### src/rtl/core/magic_sector_bitmap_collector_defines.svh
// ----------------------------------------------------------------------------
// magic sector bitmap collector - assertion macros
// Shared concurrent assertion forms for the collector RTL.
// ----------------------------------------------------------------------------
`ifndef MAGIC_SECTOR_BITMAP_COLLECTOR_DEFINES_SVH
`define MAGIC_SECTOR_BITMAP_COLLECTOR_DEFINES_SVH

// same-cycle implication, disabled while reset is asserted
`define MSBC_ASSERT_NOW(lbl, ck, rn, ante, cons, msg) \
	lbl: assert property (@(posedge ck) disable iff (!rn) (ante) |-> (cons)) else $error(msg);

// next-cycle implication, disabled while reset is asserted
`define MSBC_ASSERT_NEXT(lbl, ck, rn, ante, cons, msg) \
	lbl: assert property (@(posedge ck) disable iff (!rn) (ante) |=> (cons)) else $error(msg);

`endif

### src/rtl/core/msbc_pkg.sv
// ----------------------------------------------------------------------------
// msbc_pkg
// Types and constants shared by the magic sector bitmap collector modules.
// ----------------------------------------------------------------------------
`timescale 1ns / 1ps

package msbc_pkg;

	// geometry
	localparam int DEVICE_SECTORS_DEF = 65536;
	localparam int SECTOR_BYTES       = 512;
	localparam int BEAT_BYTES         = 8;
	localparam int MAGIC_WORDS        = 64;
	localparam int MAGIC_BYTES        = MAGIC_WORDS * 8;
	localparam int SECTOR_W           = 16;
	localparam int CAP_W              = 17;
	localparam int CFG_W              = 17;
	localparam int MAGIC_LEN_W        = 10;
	localparam int COUNT_W            = 32;

	// mark store rows
	localparam int ROW_BITS = 32;
	localparam int ROW_LSB  = 5;

	// queue between front and back
	localparam int QUEUE_DEPTH = 4;

	// config reset values
	localparam logic [MAGIC_LEN_W-1:0] MAGIC_LEN_RST = 10'd512;
	localparam logic [CAP_W-1:0]       CAPACITY_RST  = 17'd65536;

	typedef enum logic [0:0] {
		CFG_MAGIC_LEN = 1'b0,
		CFG_CAPACITY  = 1'b1
	} cfg_index_t;

	typedef enum logic [1:0] {
		KIND_LOAD   = 2'd0,
		KIND_DATA   = 2'd1,
		KIND_NEXT   = 2'd2,
		KIND_REWIND = 2'd3
	} kind_t;

	// work classes handed from front to back
	typedef enum logic [2:0] {
		OP_NONE   = 3'd0,
		OP_OOR    = 3'd1,
		OP_MARK   = 3'd2,
		OP_NEXT   = 3'd3,
		OP_REWIND = 3'd4
	} op_t;

	typedef enum logic [1:0] {
		BK_CLEAR = 2'd0,
		BK_IDLE  = 2'd1,
		BK_MARK  = 2'd2,
		BK_SCAN  = 2'd3
	} back_state_t;

	typedef struct packed {
		logic [1:0]          kind;
		logic [SECTOR_W-1:0] sector;
		logic [5:0]          word_index;
		logic [63:0]         data;
		logic                last_beat;
	} in_item_t;

	typedef struct packed {
		logic                sector_marked;
		logic                already_marked;
		logic                out_of_range;
		logic [SECTOR_W-1:0] range_start;
		logic [CAP_W-1:0]    range_length;
		logic                range_found;
		logic [COUNT_W-1:0]  collected_count;
		logic [COUNT_W-1:0]  already_count;
	} out_item_t;

	typedef struct packed {
		op_t                 op;
		logic [SECTOR_W-1:0] sector;
	} q_entry_t;

	typedef struct packed {
		logic full;
		logic empty;
	} q_status_t;

endpackage

### src/rtl/core/msbc_queue.sv
// ----------------------------------------------------------------------------
// msbc_queue
// Short in-order queue of work entries between front and back end.
// ----------------------------------------------------------------------------
`timescale 1ns / 1ps

module msbc_queue (
	input  logic                clk,
	input  logic                arst_n,
	input  logic                push,
	input  msbc_pkg::q_entry_t  push_entry,
	input  logic                pop,
	output msbc_pkg::q_entry_t  head,
	output msbc_pkg::q_status_t status
);

	localparam int PTR_W = $clog2(msbc_pkg::QUEUE_DEPTH);
	localparam int CNT_W = $clog2(msbc_pkg::QUEUE_DEPTH + 1);
	localparam logic [CNT_W-1:0] DEPTH_V = CNT_W'(msbc_pkg::QUEUE_DEPTH);

	msbc_pkg::q_entry_t entry_q [msbc_pkg::QUEUE_DEPTH];
	logic [PTR_W-1:0]   wr_ptr_q;
	logic [PTR_W-1:0]   rd_ptr_q;
	logic [CNT_W-1:0]   count_q;

	assign status.full  = (count_q == DEPTH_V);
	assign status.empty = (count_q == '0);
	assign head         = entry_q[rd_ptr_q];

	// entry storage
	always_ff @(posedge clk) begin
		if (push) begin
			entry_q[wr_ptr_q] <= push_entry;
		end
	end

	// pointers and fill level
	always_ff @(posedge clk or negedge arst_n) begin
		if (!arst_n) begin
			wr_ptr_q <= '0;
			rd_ptr_q <= '0;
			count_q  <= '0;
		end else begin
			if (push) begin
				wr_ptr_q <= wr_ptr_q + PTR_W'(1);
			end
			if (pop) begin
				rd_ptr_q <= rd_ptr_q + PTR_W'(1);
			end
			if (push && !pop) begin
				count_q <= count_q + CNT_W'(1);
			end else if (pop && !push) begin
				count_q <= count_q - CNT_W'(1);
			end
		end
	end

endmodule

### config.mk
export PLATFORM = sky130hd
export DESIGN_NAME = msbc_queue
export DESIGN_NICKNAME = d
export VERILOG_FILES = /design/src/rtl/core/magic_sector_bitmap_collector_defines.svh /design/src/rtl/core/msbc_pkg.sv /design/src/rtl/core/msbc_queue.sv
export SDC_FILE = /design/constraint.sdc
export NUM_CORES = 1
export LEC_CHECK = 0
export BUFFER_PORTS_ARGS = -buffer_cell sky130_fd_sc_hd__buf_2
export CAP_MARGIN = 25
export CORE_ASPECT_RATIO = 0.75
export CORE_MARGIN = 2
export CORE_UTILIZATION = 56
export CTS_BUF_LIST = sky130_fd_sc_hd__clkbuf_8 sky130_fd_sc_hd__clkbuf_16
export DETAILED_ROUTE_END_ITERATION = 10
export PLACE_DENSITY = 0.78
export SETUP_SLACK_MARGIN = 0.15
export SLEW_MARGIN = 0
export SYNTH_ARGS = -nofsm -noshare
export SYNTH_HDL_FRONTEND = slang
export SYNTH_SLANG_ARGS = --single-unit
### constraint.sdc
create_clock -name clk -period 1.9 [get_ports clk]
set_input_delay 0.095 -clock clk [delete_from_list [all_inputs] [get_ports clk]]
set_output_delay 0.095 -clock clk [all_outputs]
set_load 0.005 [all_outputs]
==> flow_metrics.env <==
export IMPL_status="complete, no violations"
export IMPL_clkLatencyLatePin_ps=340
export IMPL_peakVddDrop_mv=0.871
export IMPL_grt_pass1_wl_um=7840
export IMPL_initial_utilization=0.583
export IMPL_endpoint_kind="primary output"
export IMPL_synth_avg_cell_area_um2=23.6
export IMPL_crit_arrival_ps=1590
export IMPL_cts_tree="yes"
export IMPL_max_cap_violations=0
export IMPL_cell_chain_of_the_critical_path="buf_4, mux4_1, buf_2"
export IMPL_rsz_0062_raised_after_global_routing="false"
export IMPL_cpMaxStageDelayCell="sky130_fd_sc_hd__mux4_1"
export IMPL_layout_drive_gt1_share=0.402
export IMPL_clkSinkCount=83
export IMPL_routed_wl_um=5030
export IMPL_final_period_utilization=0.886
export IMPL_max_clock_path_buffers=2
export IMPL_drcViolationCount=0
export IMPL_grt_pass1_vias=1589
export IMPL_vias_per_cell=5.13
export IMPL_synth_area_leader_cell="sky130_fd_sc_hd__edfxtp_1"
export IMPL_finalSetupViolCount=0
export IMPL_routabilityCongestion=0.680
export IMPL_final_hold_worst_slack_ps=25.2
export IMPL_critical_path_max_stage_delay_ps=550
export IMPL_synthesis_instances=133
export IMPL_tightest_slew_ps=366
export IMPL_firstDrtPassIters=4
export IMPL_n_antenna_cell=0
export IMPL_synth_area_leaders="sky130_fd_sc_hd__edfxtp_1 (73%), sky130_fd_sc_hd__mux4_2 (13%), sky130_fd_sc_hd__dfrtp_1 (5.6%)"
export IMPL_postSynthNetCount=162
export IMPL_slew_headroom=0.756
export IMPL_htree_num_levels=3
export IMPL_design_core_area_um2=5380
export IMPL_root_buffer="sky130_fd_sc_hd__clkbuf_8"
export IMPL_clock_skew_ps=7.77
export IMPL_cellLeakagePower_nw=1.45
export IMPL_drtIter0Drc=78
export IMPL_required_ps=1800
export IMPL_grt_max_degree=20
export IMPL_initial_antenna_violation_count=0
export IMPL_ant_nets=0
export IMPL_fmaxAchievable_mhz=594
export IMPL_timing_setup_critical_path_class="reg2out"
export IMPL_cts_buffers=9
export IMPL_start_kind="flip-flop"
export IMPL_fp_dieH_um=68.8
export IMPL_globalRouteTotalUtil=0.177
export IMPL_worst_hold_path_type="in2reg"
export IMPL_placementRows=23
export IMPL_ios=44
export IMPL_synth_area_um2=3140
export IMPL_detailroute_via_count=1509
export IMPL_power_density_nw_per_um2=1400
export IMPL_portBuffers=43
export IMPL_place_hpwl_um=3290
export IMPL_placed_cells_incl_taps=254
export IMPL_synth_ff_latch_count=83
export IMPL_synth_yosys_seq_area_share=0.783
export IMPL_critical_path_max_fanout=5
export IMPL_report_final_slew_viol_count=0
export IMPL_die_w_um=90.4
export IMPL_fin_setup_tns_ps=0
export IMPL_worst_setup_hold_path_clk_slew_ps=80
export IMPL_fp_dieArea_um2=6220
export IMPL_final_cells=294
export IMPL_fin_nets=243
export IMPL_p_total_mw=5.54
export IMPL_number_of_distinct_standard_cells_referenced_by_the_synthesized_netlist=18
export IMPL_final_period_minus_worst_setup_slack_ps=1680
export IMPL_layout_area_overhead_vs_synth_pct=26.4
export IMPL_synth_top_area_share=0.728
export IMPL_drt_wirelength_per_cell_um=17.1
export IMPL_grt_ovfl_total=0
export IMPL_finalHoldViolCount=0
export IMPL_yosys_warn_count=0
==> through the flow <==
stage / setup slack [ps] / area, um^2 / utilization
6_report: 217 / 3970 / 0.737
3_3_place_gp: 390 / 3520 / 0.653
4_1_cts: 175 / 3960 / 0.736
5_1_grt: 146 / 3970 / 0.737
3_5_place_dp: 358 / 3520 / 0.653
2_1_floorplan: 404 / 3140 / -
==> power breakdown <==
group | switching, mW | total [mW] | internal, mW
Sequential | 0.181 | 2.59 | 2.41
Clock | 0.578 | 1.31 | 0.737
Combinational | 0.702 | 1.64 | 0.933
==> worst max-delay path: cells and delay by family (launching register included) <==
kind	cells	cell delay, ps
buf+inv	2	280
flops	1	420
mux	1	550
==> worst paths after layout <==
| kind | from | to | slack, ps | cells after the start |
|---|---|---|---|---|
| worst max-delay path | rd_ptr_q[0] | head[14] | 220 | 3 |
| worst max register to register | count_q[0] | count_q[2] | 500 | 4 |
| min in group asynchronous | arst_n | count_q[1] | 120 | 2 |
| max in group asynchronous | arst_n | rd_ptr_q[0] | 1610 | 2 |
| worst min register to register | count_q[2] | count_q[2] | 510 | 1 |
| worst min-delay path | push | wr_ptr_q[0] | 30 | 2 |
==> cells in the final DEF, fill, tap and decap left out <==
cell type,Yosys,layout
sky130_fd_sc_hd__nand2_1,2,2
sky130_fd_sc_hd__dfrtp_2,0,1
sky130_fd_sc_hd__clkinv_2,0,1
sky130_fd_sc_hd__clkinvlp_4,0,2
sky130_fd_sc_hd__nor3_1,1,1
sky130_fd_sc_hd__xnor2_1,2,2
sky130_fd_sc_hd__bufinv_16,0,2
sky130_fd_sc_hd__and2_1,4,4
sky130_fd_sc_hd__mux4_1,1,1
sky130_fd_sc_hd__xor2_1,4,4
sky130_fd_sc_hd__edfxtp_1,76,76
sky130_fd_sc_hd__buf_4,0,6
sky130_fd_sc_hd__nor3b_1,1,1
sky130_fd_sc_hd__nor2_1,1,1
sky130_fd_sc_hd__dfrtp_1,7,6
sky130_fd_sc_hd__o21ai_0,1,1
sky130_fd_sc_hd__mux4_2,18,18
sky130_fd_sc_hd__dlygate4sd3_1,0,21
sky130_fd_sc_hd__inv_6,0,1
sky130_fd_sc_hd__mux2_2,1,1
sky130_fd_sc_hd__buf_12,0,4
sky130_fd_sc_hd__fa_1,1,1
sky130_fd_sc_hd__buf_2,2,43
sky130_fd_sc_hd__ha_1,5,5
sky130_fd_sc_hd__inv_1,4,5
sky130_fd_sc_hd__clkbuf_8,0,9
==> routing by layer <==
| layer | share of wire | global-route usage | vias to the layer above | wire (um) |
|---|---|---|---|---|
| met5 | 0 | 0 | - | 0 |
| met4 | 0.0050 | 0.0750 | 0 | 25 |
| met3 | 0.035 | 0.0500 | 4 | 174 |
| met2 | 0.54 | 0.324 | 32 | 2740 |
| met1 | 0.42 | 0.204 | 772 | 2100 |
| li1 | - | - | 701 | - |
==> cell usage after synthesis <==
| library cell | count |
|---|---|
| sky130_fd_sc_hd__xor2_1 | 4 |
| sky130_fd_sc_hd__and2_1 | 4 |
| sky130_fd_sc_hd__buf_6 | 2 |
| sky130_fd_sc_hd__mux4_2 | 18 |
| sky130_fd_sc_hd__buf_2 | 2 |
| sky130_fd_sc_hd__nand2_1 | 2 |
| sky130_fd_sc_hd__dfrtp_1 | 7 |
| sky130_fd_sc_hd__edfxtp_1 | 76 |
| sky130_fd_sc_hd__nor3_1 | 1 |
| sky130_fd_sc_hd__nor2_1 | 1 |
| sky130_fd_sc_hd__mux4_1 | 1 |
| sky130_fd_sc_hd__mux2_2 | 1 |
| sky130_fd_sc_hd__fa_1 | 1 |
| sky130_fd_sc_hd__nor3b_1 | 1 |
| sky130_fd_sc_hd__inv_1 | 4 |
| sky130_fd_sc_hd__ha_1 | 5 |
| sky130_fd_sc_hd__xnor2_1 | 2 |
| sky130_fd_sc_hd__o21ai_0 | 1 |
==> final cells by class <==
class	count	area [um^2]
inverter	4	15.0
tap	75	93.8
multi-input combinational	42	632
sequential	83	2460
timing repair buffer	74	551
fill	324	1420
clock buffer	9	124
clock inverter	7	92.6
==> logic make-up (layout without fill, tap and decap cells) <==
family / after synthesis / count (layout) / share of synthesized area
flip-flops: 83 / 83 / 0.783
multiplexers: 20 / 20 / 0.141
AND/OR/NAND/NOR: 9 / 9 / 0.0156
buffers and inverters: 8 / 94 / 0.0152
adder cells (fa/ha/maj): 6 / 6 / 0.0263
XOR/XNOR: 6 / 6 / 0.0168
AO/OA/AOI/OAI: 1 / 1 / 0.00159
==> flip-flops by register name, indices dropped and copies added, names as in the netlist <==
name      count
count_q       3
entry_q      76
rd_ptr_q      2
wr_ptr_q      2
==> timing repair <==
item	in CTS	in global routing
setup endpoints to repair	17	5
hold buffers	21	0
gates resized for setup	1	0
cloned	0	0
hold endpoints to repair	84	0
buffers inserted	2	1
pin swaps	0	0
No activity file was read; power rests on OpenSTA's default activity.
