==> src/rtl/core/magic_sector_bitmap_collector_defines.svh <==
// ----------------------------------------------------------------------------
// magic sector bitmap collector - assertion macros
// Shared concurrent assertion forms for the collector RTL.
// ----------------------------------------------------------------------------
`ifndef MAGIC_SECTOR_BITMAP_COLLECTOR_DEFINES_SVH
`define MAGIC_SECTOR_BITMAP_COLLECTOR_DEFINES_SVH

// same-cycle implication, disabled while reset is asserted
`define MSBC_ASSERT_NOW(lbl, ck, rn, ante, cons, msg) \
	lbl: assert property (@(posedge ck) disable iff (!rn) (ante) |-> (cons)) else $error(msg);

// next-cycle implication, disabled while reset is asserted
`define MSBC_ASSERT_NEXT(lbl, ck, rn, ante, cons, msg) \
	lbl: assert property (@(posedge ck) disable iff (!rn) (ante) |=> (cons)) else $error(msg);

`endif

==> src/rtl/core/msbc_pkg.sv <==
// ----------------------------------------------------------------------------
// msbc_pkg
// Types and constants shared by the magic sector bitmap collector modules.
// ----------------------------------------------------------------------------
`timescale 1ns / 1ps

package msbc_pkg;

	// geometry
	localparam int DEVICE_SECTORS_DEF = 65536;
	localparam int SECTOR_BYTES       = 512;
	localparam int BEAT_BYTES         = 8;
	localparam int MAGIC_WORDS        = 64;
	localparam int MAGIC_BYTES        = MAGIC_WORDS * 8;
	localparam int SECTOR_W           = 16;
	localparam int CAP_W              = 17;
	localparam int CFG_W              = 17;
	localparam int MAGIC_LEN_W        = 10;
	localparam int COUNT_W            = 32;

	// mark store rows
	localparam int ROW_BITS = 32;
	localparam int ROW_LSB  = 5;

	// queue between front and back
	localparam int QUEUE_DEPTH = 4;

	// config reset values
	localparam logic [MAGIC_LEN_W-1:0] MAGIC_LEN_RST = 10'd512;
	localparam logic [CAP_W-1:0]       CAPACITY_RST  = 17'd65536;

	typedef enum logic [0:0] {
		CFG_MAGIC_LEN = 1'b0,
		CFG_CAPACITY  = 1'b1
	} cfg_index_t;

	typedef enum logic [1:0] {
		KIND_LOAD   = 2'd0,
		KIND_DATA   = 2'd1,
		KIND_NEXT   = 2'd2,
		KIND_REWIND = 2'd3
	} kind_t;

	// work classes handed from front to back
	typedef enum logic [2:0] {
		OP_NONE   = 3'd0,
		OP_OOR    = 3'd1,
		OP_MARK   = 3'd2,
		OP_NEXT   = 3'd3,
		OP_REWIND = 3'd4
	} op_t;

	typedef enum logic [1:0] {
		BK_CLEAR = 2'd0,
		BK_IDLE  = 2'd1,
		BK_MARK  = 2'd2,
		BK_SCAN  = 2'd3
	} back_state_t;

	typedef struct packed {
		logic [1:0]          kind;
		logic [SECTOR_W-1:0] sector;
		logic [5:0]          word_index;
		logic [63:0]         data;
		logic                last_beat;
	} in_item_t;

	typedef struct packed {
		logic                sector_marked;
		logic                already_marked;
		logic                out_of_range;
		logic [SECTOR_W-1:0] range_start;
		logic [CAP_W-1:0]    range_length;
		logic                range_found;
		logic [COUNT_W-1:0]  collected_count;
		logic [COUNT_W-1:0]  already_count;
	} out_item_t;

	typedef struct packed {
		op_t                 op;
		logic [SECTOR_W-1:0] sector;
	} q_entry_t;

	typedef struct packed {
		logic full;
		logic empty;
	} q_status_t;

endpackage

==> src/rtl/core/msbc_front.sv <==
// ----------------------------------------------------------------------------
// msbc_front
// Accepts items, holds the magic pattern, compares data beats against it and
// classifies every item into a work entry for the back end.
// ----------------------------------------------------------------------------
`timescale 1ns / 1ps

module msbc_front (
	input  logic                                  clk,
	input  logic                                  arst_n,
	input  logic                                  item_valid,
	output logic                                  item_stall,
	input  msbc_pkg::in_item_t                    item,
	input  logic [msbc_pkg::MAGIC_LEN_W-1:0]      magic_len,
	input  logic [msbc_pkg::CAP_W-1:0]            cap,
	input  logic                                  clearing,
	input  msbc_pkg::q_status_t                   q_status,
	output logic                                  push,
	output msbc_pkg::q_entry_t                    push_entry
);

	localparam int LIMIT_MAX = (msbc_pkg::SECTOR_BYTES < msbc_pkg::MAGIC_BYTES) ?
		msbc_pkg::SECTOR_BYTES : msbc_pkg::MAGIC_BYTES;
	localparam logic [msbc_pkg::MAGIC_LEN_W-1:0] LIMIT_V = msbc_pkg::MAGIC_LEN_W'(LIMIT_MAX);

	logic [63:0]        magic_mem [msbc_pkg::MAGIC_WORDS];
	logic               valid_s1;
	msbc_pkg::in_item_t item_s1;
	logic [63:0]        magic_s1;
	logic               match_q;
	logic               accept;
	logic [msbc_pkg::MAGIC_LEN_W-1:0] limit;
	logic [msbc_pkg::MAGIC_LEN_W-1:0] pos;
	logic               beat_ok;
	logic               beyond;

	// transfer handshake
	assign item_stall = clearing || (valid_s1 && q_status.full);
	assign accept     = item_valid && !item_stall;
	assign push       = valid_s1 && !q_status.full;

	// magic pattern store, word read on every transfer
	always_ff @(posedge clk) begin
		if (accept && item.kind == msbc_pkg::KIND_LOAD) begin
			magic_mem[item.word_index] <= item.data;
		end
		if (accept) begin
			magic_s1 <= magic_mem[item.word_index];
			item_s1  <= item;
		end
	end

	// stage valid and running match
	always_ff @(posedge clk or negedge arst_n) begin
		if (!arst_n) begin
			valid_s1 <= 1'b0;
			match_q  <= 1'b1;
		end else begin
			if (accept) begin
				valid_s1 <= 1'b1;
			end else if (push) begin
				valid_s1 <= 1'b0;
			end
			if (push && item_s1.kind == msbc_pkg::KIND_DATA) begin
				match_q <= item_s1.last_beat ? 1'b1 : (match_q && beat_ok);
			end
		end
	end

	// byte compare against the pattern below the compare limit
	always_comb begin
		limit   = (magic_len > LIMIT_V) ? LIMIT_V : magic_len;
		beat_ok = 1'b1;
		pos     = '0;
		for (int k = 0; k < msbc_pkg::BEAT_BYTES; k++) begin
			pos = msbc_pkg::MAGIC_LEN_W'(item_s1.word_index) *
				msbc_pkg::MAGIC_LEN_W'(msbc_pkg::BEAT_BYTES) + msbc_pkg::MAGIC_LEN_W'(k);
			if (pos < limit && item_s1.data[8*k +: 8] != magic_s1[8*k +: 8]) begin
				beat_ok = 1'b0;
			end
		end
	end

	assign beyond = {1'b0, item_s1.sector} >= cap;

	// classify into back end work
	always_comb begin
		push_entry.sector = item_s1.sector;
		push_entry.op     = msbc_pkg::OP_NONE;
		unique case (item_s1.kind)
			msbc_pkg::KIND_LOAD: begin
				push_entry.op = msbc_pkg::OP_NONE;
			end
			msbc_pkg::KIND_DATA: begin
				if (!item_s1.last_beat) begin
					push_entry.op = msbc_pkg::OP_NONE;
				end else if (beyond) begin
					push_entry.op = msbc_pkg::OP_OOR;
				end else if (match_q && beat_ok) begin
					push_entry.op = msbc_pkg::OP_MARK;
				end else begin
					push_entry.op = msbc_pkg::OP_NONE;
				end
			end
			msbc_pkg::KIND_NEXT: begin
				push_entry.op = msbc_pkg::OP_NEXT;
			end
			msbc_pkg::KIND_REWIND: begin
				push_entry.op = msbc_pkg::OP_REWIND;
			end
			default: begin
				push_entry.op = msbc_pkg::OP_NONE;
			end
		endcase
	end

endmodule

==> config.mk <==
export PLATFORM = sky130hd
export DESIGN_NAME = msbc_front
export DESIGN_NICKNAME = d
export VERILOG_FILES = /design/src/rtl/core/magic_sector_bitmap_collector_defines.svh /design/src/rtl/core/msbc_pkg.sv /design/src/rtl/core/msbc_front.sv
export SDC_FILE = /design/constraint.sdc
export NUM_CORES = 2
export LEC_CHECK = 0
export ABC_AREA = 1
export BUFFER_PORTS_ARGS = -buffer_cell sky130_fd_sc_hd__buf_2
export CORE_MARGIN = 5
export CORE_UTILIZATION = 40
export DETAILED_ROUTE_END_ITERATION = 7
export PLACE_DENSITY = 0.63
export SLEW_MARGIN = 10
export SYNTH_ARGS = -nofsm -noshare
export SYNTH_HDL_FRONTEND = slang
export SYNTH_SLANG_ARGS = --single-unit
==> constraint.sdc <==
create_clock -name clk -period 17.3 [get_ports clk]
set_input_delay 3.46 -clock clk [delete_from_list [all_inputs] [get_ports clk]]
set_output_delay 3.46 -clock clk [all_outputs]
set_load 0.01 [all_outputs]
==> reports/metrics.cfg <==
[global_routing]
antenna_found_initial = 41
grt_use_total_pct = 23.6
grt_pass1_wl_mm = 690
grt.overflow.total = 0
grt_pass1_vias = 90000
grt_start_max_net_pins = 141

[floorplanning]
die_w_um = 639
num_io_pins = 143
die_area_um2 = 409000
row_count = 231
coreArea_um2 = 395000
die_h_um = 639
initial_core_util_pct = 40.1

[routing]
drt_iter0_markers = 12900
wire_per_inst_um = 29.8
drc = 0
drt-pass1-iter-count = 8
vias_per_cell = 5.77
ant_nets = 0
vias = 95900
drt_wl_total_mm = 495

[timing]
final_hold_viol_count = 0
setup_tns_ns = 0
drv_slew = 0
fin_ws_ns = 6.77
worst_clock_skew_ns = 0.0462
relSlewSlack_pct = 14.9
period_minus_slack_ns = 10.53
rsz0062_at_grt = false
worst_pin_slew_ns = 1.28
finalSetupViolCount = 0
fin_crit_sh_pct = 60.9
fmax_ghz = 0.0949

[placement]
pre_cts_slack_ns = 6.84
gp_congestion = 0.805
port_buffers = 141
post_dp_cell_area_um2 = 166000
dpl.hpwl_mm = 246

[finish]
drive_above_1_share_pct = 8.99
nNetsFinal = 11200
design_area_um2 = 179000
regArea_um2 = 128000
multiInputGateArea_um2 = 27700
nFillCells = 34000
areaGrowthSynthToFinish_pct = 13.1

[cts]
postCtsResizedCells = 0
numCtsBuffers = 418
post_cts_buffers = 0
clk_path_buf_depth = 4
root_buffer = clkbuf_16
cts_sinks = 4251
clk_pin_slew_ns = 0.06
clk_latency_ns = 1.00
cts_tree = yes
htreeDepth = 5
holdBufCountCts = 0

[critical_path]
critical_path_arrival_ns = 7.07
critPathMaxStageDelay_ns = 0.76
path_cells = buf_2 > or4_1 > nor3_1 > a21oi_1 > inv_1 > nand2_1 > ha_1 > a21oi_1 > o21ai_0 > a21oi_1 > o21ai_0 > buf_4 > and2_1 > nand3_1 > o21ai_0 > buf_2
worst-path-max-fanout = 3
cpMaxStageDelayCell = a21oi_1
criticalPathCategory = in -> out
cp.required_ns = 13.84
cp-end-kind = output pin
worstSetupStartpointType = input pin

[synthesis]
synth_nets = 10900
yosysTopAreaCellShare_pct = 80.5
yosysUniqueCellTypes = 37
ys_warn_count = 0
synth_edf_count = 4249
synth_area_per_cell_um2 = 14.7
ys_seq_area_share_pct = 80.6
ys.flop_type = edfxtp_1
synthTopCellsByArea = edfxtp_1 81%, nand2_1 7.7%, a221oi_1 2.0%
synth_cells = 10800
synth-seq-cells = 4251
synth_top_area_cell = edfxtp_1
synth_area_um2 = 158000
async_flop_share_pct = 0.0470

[power]
power_density_nw_per_um2 = 117
p_leak_uw = 0.0605
vdd_drop_max_mv = 0.0840

[run]
max_cap_viol_count = 0

[min_path]
hold_path_class = reg -> reg

[run_status]
status = complete, no violations

==> power by group <==
| group | leakage [uW] | total (uW) | internal [uW] | switching, uW |
|---|---|---|---|---|
| logic | 0.0158 | 783 | 182 | 601 |
| registers | 0.0383 | 11400 | 11400 | 11.9 |
| clock network | 0.00639 | 8790 | 4950 | 3840 |
==> state kept, by name, indices dropped and copies added (netlist names) <==
register	count
magic_mem	4096
match_q	1
valid_s1	1
item_s1	73
push_entry	16
magic_s1	64
==> metrics by stage <==
step	hold slack [ns]	util, %	std cells	power, uW
floorplan	0.467	-	10800	12000
global placement	0.515	42.0	15800	12400
detailed placement	0.522	42.0	15800	12400
CTS	0.537	45.3	16600	21000
global route	0.552	45.3	16600	21500
finish	0.534	45.4	16600	21000
==> routing by layer <==
layer | share of wire, % | up-vias | global-route usage (%)
li1 | - | 40300 | -
met1 | 38 | 48800 | 31.6
met2 | 47 | 5725 | 37.9
met3 | 11 | 1103 | 4.84
met4 | 4.7 | 22 | 9.77
met5 | 0.026 | - | 0
==> kinds of logic after synthesis <==
group                      Yosys count  synth area share (%)
AOI/OAI and AO/OA                 1360                  6.23
xor gates and xnor gates            34                 0.188
adders and majority gates           23                 0.182
buffers and inverters              932                  2.32
DFF                               4251                  80.6
and+or+nand+nor                   4154                  10.5
==> placed cells by master, fill, tap and decap left out, drive strengths merged, types with 24 or more instances in the layout <==
| cell | n |
|---|---|
| a22oi | 334 |
| nand2 | 3250 |
| nand3 | 155 |
| a21oi | 133 |
| clkinv | 193 |
| o2111ai | 63 |
| buf | 370 |
| a211oi | 33 |
| o21ai | 273 |
| inv | 431 |
| a22o | 117 |
| xnor2 | 31 |
| diode | 24 |
| bufinv | 31 |
| a221oi | 359 |
| nor2 | 408 |
| edfxtp | 4249 |
| nand4 | 311 |
| clkbuf | 515 |
==> area by class of cell <==
type                    count  share of cell area [%]
diodes                     24                  0.0335
clock inverters           245                    1.16
multi-input cells        5571                    15.5
clock buffers             515                    6.11
well taps                5242                    3.66
inverters                 415                   0.899
repair buffers            370                    1.44
flip-flops and latches   4251                    71.2
==> synthesized netlist by cell type (2+ instances only) <==
cell       number
xnor2_1        31
nand3_1       151
inv_2           8
a21oi_1       133
nor2_1        408
o221ai_1        4
o21ai_0       263
clkbuf_1      372
a22oi_1       334
nand2_1      3250
buf_4          16
nor3_1         15
ha_1           23
o31ai_1        15
o2111ai_1      63
buf_1          40
o211ai_1       23
nand3b_1        3
nand4_1       311
xor2_1          3
a211oi_1       33
a22o_1        117
nand3_2         4
inv_1         404
buf_2          89
o21a_1          5
edfxtp_1     4249
nor4_1          2
clkinv_1        3
and3_1          8
o21ai_1        10
a221oi_1      359
==> final timing paths <==
path / start / slack (ns) / cells past startpoint / endpoint
worst max-delay path: magic_len[8] / 6.77 / 16 / push_entry[17]
worst min-delay path: match_q$_DFFE_PN1P_ / 0.53 / 2 / match_q$_DFFE_PN1P_
worst max register to register: valid_s1$_DFFE_PN0P_ / 11.92 / 7 / magic_mem[52][56]$_DFFE_PP_
worst min register to register: match_q$_DFFE_PN1P_ / 0.53 / 2 / match_q$_DFFE_PN1P_
max in group asynchronous: arst_n / 14.85 / 1 / match_q$_DFFE_PN1P_
min in group asynchronous: arst_n / 2.26 / 1 / valid_s1$_DFFE_PN0P_
==> worst max-delay path: cells and delay by family <==
kind / cells / cell delay [ns]
adder cells (fa/ha/maj): 1 / 0.29
AND/OR/NAND/NOR: 5 / 0.95
buffers and inverters: 4 / 0.66
AO/OA/AOI/OAI: 6 / 1.70
Note: power is estimated with default switching activity, not from simulation.
